## src/design/tkht_pkg.sv

```systemverilog
// Package: shared types, constants and status codes for the two-key hash table.
`default_nettype none
package tkht_pkg;
  localparam int TableDepth = 256;
  localparam int KeyWidth   = 32;
  localparam int DataWidth  = 32;
  localparam logic [7:0] StrideReset = 8'd133;

  typedef enum logic [1:0] {
    OP_INSERT = 2'd0,
    OP_DELETE = 2'd1,
    OP_LOOKUP = 2'd2,
    OP_UNUSED = 2'd3
  } opcode_t;

  typedef enum logic [2:0] {
    ST_INSERTED     = 3'd0,
    ST_PRESENT      = 3'd1,
    ST_FULL         = 3'd2,
    ST_FOUND        = 3'd3,
    ST_NOT_FOUND    = 3'd4,
    ST_DELETED      = 3'd5,
    ST_NONE_DELETED = 3'd6,
    ST_RESERVED     = 3'd7
  } status_t;

  typedef struct packed {
    logic [1:0]  opcode;
    logic [31:0] key_a;
    logic [31:0] key_b;
    logic [31:0] data_in;
  } in_item_t;

  typedef struct packed {
    logic [2:0]  status;
    logic [7:0]  slot;
    logic [31:0] data_out;
    logic [8:0]  removed_count;
    logic [8:0]  occupancy;
  } out_item_t;

  typedef enum logic [2:0] {
    BK_IDLE,
    BK_CLEAR,
    BK_READ,
    BK_CHECK,
    BK_DONE
  } back_state_t;
endpackage
`default_nettype wire

```

## src/design/tkht_front.sv

```systemverilog
// Front end: accepts transactions, computes home slot, queues work for the back end.
`default_nettype none
module tkht_front #(
  parameter int TABLE_DEPTH = tkht_pkg::TableDepth,
  parameter int KEY_WIDTH   = tkht_pkg::KeyWidth,
  parameter int DATA_WIDTH  = tkht_pkg::DataWidth,
  localparam int AW = $clog2(TABLE_DEPTH)
) (
  input  wire logic                  clk,
  input  wire logic                  rst,
  input  wire logic                  in_valid,
  output logic                       in_stall,
  input  wire logic [1:0]            opcode,
  input  wire logic [KEY_WIDTH-1:0]  key_a,
  input  wire logic [KEY_WIDTH-1:0]  key_b,
  input  wire logic [DATA_WIDTH-1:0] data_in,
  output logic                       q_valid,
  input  wire logic                  q_pop,
  output logic [1:0]                 q_opcode,
  output logic [KEY_WIDTH-1:0]       q_key_a,
  output logic [KEY_WIDTH-1:0]       q_key_b,
  output logic [DATA_WIDTH-1:0]      q_data,
  output logic [AW-1:0]              q_home,
  output logic                       q_reserved
);
  // stage 1: registered accepted item; stage 2: two-entry queue
  logic                  s1_valid;
  logic [1:0]            s1_op;
  logic [KEY_WIDTH-1:0]  s1_ka, s1_kb, s1_prod;
  logic [DATA_WIDTH-1:0] s1_data;
  logic [KEY_WIDTH-1:0]  kb_eff;

  logic [1:0]            fq_op   [2];
  logic [KEY_WIDTH-1:0]  fq_ka   [2];
  logic [KEY_WIDTH-1:0]  fq_kb   [2];
  logic [DATA_WIDTH-1:0] fq_data [2];
  logic [AW-1:0]         fq_home [2];
  logic                  fq_res  [2];
  logic [1:0]            cnt;
  logic                  rd_ptr, wr_ptr;
  logic                  push, s1_free;

  assign kb_eff  = (key_b == '0) ? KEY_WIDTH'(1) : key_b;
  assign push    = s1_valid && (cnt != 2'd2);
  assign s1_free = !s1_valid || push;
  assign in_stall = !s1_free;

  always_ff @(posedge clk) begin
    if (rst) begin
      s1_valid <= 1'b0;
    end else if (s1_free) begin
      s1_valid <= in_valid;
    end
  end

  always_ff @(posedge clk) begin
    if (s1_free && in_valid) begin
      s1_op   <= opcode;
      s1_ka   <= key_a;
      s1_kb   <= key_b;
      s1_data <= data_in;
      s1_prod <= KEY_WIDTH'(key_a * kb_eff);
    end
  end

  always_ff @(posedge clk) begin
    if (rst) begin
      cnt    <= 2'd0;
      rd_ptr <= 1'b0;
      wr_ptr <= 1'b0;
    end else begin
      if (push) wr_ptr <= !wr_ptr;
      if (q_pop) rd_ptr <= !rd_ptr;
      cnt <= cnt + {1'b0, push} - {1'b0, q_pop};
    end
  end

  always_ff @(posedge clk) begin
    if (push) begin
      fq_op[wr_ptr]   <= s1_op;
      fq_ka[wr_ptr]   <= s1_ka;
      fq_kb[wr_ptr]   <= s1_kb;
      fq_data[wr_ptr] <= s1_data;
      fq_home[wr_ptr] <= s1_prod[AW-1:0];
      fq_res[wr_ptr]  <= (s1_ka == '0) || (s1_op == tkht_pkg::OP_UNUSED);
    end
  end

  assign q_valid    = cnt != 2'd0;
  assign q_opcode   = fq_op[rd_ptr];
  assign q_key_a    = fq_ka[rd_ptr];
  assign q_key_b    = fq_kb[rd_ptr];
  assign q_data     = fq_data[rd_ptr];
  assign q_home     = fq_home[rd_ptr];
  assign q_reserved = fq_res[rd_ptr];
endmodule
`default_nettype wire

```

## config.mk

```make
export PLATFORM = sky130hd
export DESIGN_NAME = tkht_front
export DESIGN_NICKNAME = d
export VERILOG_FILES = /design/src/design/tkht_pkg.sv /design/src/design/tkht_front.sv
export SDC_FILE = /design/constraint.sdc
export NUM_CORES = 1
export LEC_CHECK = 0
export ABC_AREA = 1
export BUFFER_PORTS_ARGS = -buffer_cell sky130_fd_sc_hd__buf_2
export CELL_PAD_IN_SITES_DETAIL_PLACEMENT = 0
export CELL_PAD_IN_SITES_GLOBAL_PLACEMENT = 1
export CORE_MARGIN = 4
export CORE_UTILIZATION = 47
export CTS_BUF_LIST = sky130_fd_sc_hd__clkbuf_16
export DETAILED_ROUTE_END_ITERATION = 8
export PLACE_DENSITY_LB_ADDON = 0.1
export SYNTH_ARGS = -nofsm -noshare
export SYNTH_HDL_FRONTEND = slang
export SYNTH_SLANG_ARGS = --single-unit
```

## constraint.sdc

```tcl
create_clock -name clk -period 6.2 [get_ports clk]
set_input_delay 1.24 -clock clk [delete_from_list [all_inputs] [get_ports clk]]
set_output_delay 1.24 -clock clk [all_outputs]
set_load 0.005 [all_outputs]
```

==> key figures <==
Run status
  – Status: complete, no violations

Final layout
  – Final nets: 1036
  – Design area: 0.01488 mm^2
  – Layout area overhead: 20.78%
  – Share of layout cells above drive strength 1: 40.67%

Timing
  – Fin. Hold Viols: 0
  – Final setup TNS: 0 ns
  – RSZ-0062 raised after global routing: no
  – Worst slew margin: 39.22%
  – Final setup violation count: 0
  – Fmax: 202.9 MHz
  – Final slew viol count: 0
  – Fin crit period: 4.928 ns
  – Tightest Pin Transition: 0.9116 ns
  – Final Cycle Share: 79.49%
  – Post-Route Skew: 0.008685 ns

Yosys
  – Top post-synthesis cells by area: edfxtp_1 (78%), mux2_2 (9.8%), fa_1 (1.9%)
  – Post-synthesis sequential area ratio: 78.97%
  – Cell count after synthesis: 665
  – Yosys top cell area share: 77.99%
  – Synth Register Bits: 326
  – Syn avg cell area: 18.53 um^2
  – Post-synthesis cell type count: 25
  – Synth warn: 0
  – Synth area leader: edfxtp_1
  – Synthesized Nets: 797
  – Mapped Area: 0.01232 mm^2

Setup path
  – Flop-to-flop setup slack: 3.85 ns
  – Kind of critical path: in2reg
  – Worst Reg-to-Reg Cells: 6
  – CP arrival: 5.18 ns
  – CP Max Fanout: 6
  – Crit. End Element: register
  – Reg-to-Reg End: s1_data[9]$_DFFE_PP_
  – WP data required: 6.45 ns
  – FF-to-FF Start: cnt[1]$_SDFF_PP0_
  – Setup crit start kind: primary input

Global route
  – Largest net degree at the start of global routing: 65
  – Number of global-route vias before repair: 6569
  – Initial antenna violation count: 2
  – Overflow after GRT: 0
  – GRT Resource Usage Total: 15.93%
  – First-pass GRT wire length: 35.80 mm

Worst hold path
  – Hold EP: fq_home[1][7]$_DFFE_PP_
  – Min-Delay Path Depth: 0
  – Hold_sp: s1_prod[7]$_DFFE_PP_
  – Hold crit path type: reg2reg

Die
  – Die area: 0.02887 mm^2
  – FP Rows: 58
  – Die W: 169.9 um
  – I/O pins: 211
  – Initial Utilization: 48.37%
  – Core region area: 0.02547 mm^2
  – Die Span Y: 169.9 um

Clock network
  – Hold Buf Count CTS: 0
  – Setup bufs post-CTS: 0
  – Inserted Clock Buffers: 35
  – CTS H-Tree Depth: 2
  – Sink Count: 326
  – CTS root buffer: clkbuf_16
  – CTS clk-pin slew, worst paths: 0.06 ns
  – PostCTS Resize Cnt: 0
  – CTS tree: done
  – Max Root-Sink Buffers: 3
  – Clk_lat worst skew: 0.49 ns

Placed design
  – Gpl congestion: 0.8143
  – Port bufs: 210
  – Hpwl dp: 15.41 mm
  – Dpl cell area: 0.01378 mm^2

Run
  – Max Cap Violations: 0

Route
  – Vias: 6242
  – Drt wl/cell: 18.50 um
  – WL final: 23.30 mm
  – Drt pass-1 iters: 4
  – DRC viols: 0
  – Iter 0 DRT Violations: 416
  – Via-to-Cell Ratio: 4.958
  – Final ANT Viol Nets: 0

Power
  – Pleak: 0.005715 uW
  – Worst vdd ir: 0.2387 mV
  – PwrDens: 345.6 mW/mm^2
## placed cells by master (no fill, tap or decap), types with 12 or more instances in the layout
cell / synthesis / layout
buf_2: 12 / 210
inv_1: 58 / 68
nor2_1: 32 / 30
edfxtp_1: 320 / 320
fa_1: 12 / 12
clkbuf_16: 0 / 37
ha_1: 18 / 18
nand2_1: 57 / 57
mux2_2: 107 / 107
## logic make-up after synthesis
logic type	share of synthesized area, %
AOI/OAI and AO/OA	0.2742
xor gates and xnor gates	1.036
adders and majority gates	3.778
buffers and inverters	2.376
DFF	78.97
muxes	9.780
and+or+nand+nor	3.788
## registers in the layout, summed over array words and instances, names as in the netlist, 8 cells and up, named ones only
| signal | cells |
|---|---|
| fq_data | 64 |
| s1_kb | 32 |
| s1_data | 32 |
| fq_ka | 64 |
| s1_ka | 32 |
| fq_home | 16 |
| s1_prod | 8 |
| fq_kb | 64 |
## where the power goes
part	total (uW)	internal (uW)	switching, uW
Clock	1960	1190	768
Combinational	495	223	273
Sequential	2680	2620	67.1
## routing by layer
layer  up-vias  share of wire, %  track usage (%)
met4         0               2.3            5.174
li1       2929                 -                -
met2       189                50            27.33
met5         -                 0                0
met3        42               6.5            2.811
met1      3082                41            20.85
## worst max-delay path, cell delays in order
cell	delay (ns)
buf_2	0.15
nor2_1	0.15
nand2_1	0.07
nor2_1	0.18
nand2_1	0.10
o21ai_2	0.21
nand2_1	0.13
fa_1	0.54
inv_1	0.05
fa_1	0.53
inv_1	0.05
fa_1	0.47
inv_1	0.04
ha_1	0.30
a21oi_1	0.20
nand2_1	0.08
nand2_1	0.08
nand2_1	0.05
nand2_1	0.07
nand2_1	0.05
nand2_1	0.05
nand2_1	0.06
inv_1	0.05
nand3_1	0.07
nand2_1	0.07
nand2_1	0.04
nand2_1	0.05
inv_1	0.03
## worst max-delay path by stage
stage                      startpoint                 endpoint  slack (ns)  cells past startpoint
floorplan           cnt[0]$_SDFF_PP0_  fq_data[1][0]$_DFFE_PP_        0.52                      4
global placement             key_b[4]     s1_prod[7]$_DFFE_PP_        0.80                     28
detailed placement           key_b[4]     s1_prod[7]$_DFFE_PP_        0.73                     28
CTS                          key_b[4]     s1_prod[7]$_DFFE_PP_        1.25                     28
global route                 key_b[4]     s1_prod[7]$_DFFE_PP_        0.91                     28
finish                       key_b[4]     s1_prod[7]$_DFFE_PP_        1.27                     28
## layout make-up
| class | instances | area, um^2 |
|---|---|---|
| sequential | 326 | 9733 |
| fill | 1975 | 10590 |
| inverter | 58 | 220.2 |
| clock inverter | 23 | 173.9 |
| timing repair buffer | 216 | 1096 |
| antenna | 2 | 5.005 |
| clock buffer | 37 | 925.9 |
| multi-input combinational | 267 | 2313 |
| tap | 330 | 412.9 |
## cell usage after synthesis, drive strengths merged
cell type / instances
edfxtp: 320
mux2: 107
inv: 58
nand2: 58
nor2: 33
ha: 18
buf: 13
fa: 12
nand3: 8
nor4: 8
xor2: 7
dfxtp: 6
xnor2: 5
a21oi: 4
nand4: 2
nor3: 2
o21ai: 2
clkbuf: 1
nor3b: 1
## through the flow
step	std cells	hold WS (ns)	total power, uW	utilization, %	worst slack, ns
2_1_floorplan	665	0.4215	3019	-	0.5241
3_3_place_gp	1197	0.4217	3223	54.08	0.8009
3_5_place_dp	1197	0.4296	3238	54.08	0.7258
4_1_cts	1257	0.4392	5220	58.40	1.248
5_1_grt	1259	0.4494	5381	58.42	0.9142
6_report	1259	0.4352	5142	58.42	1.272
Note: power is estimated with default switching activity, not from simulation.
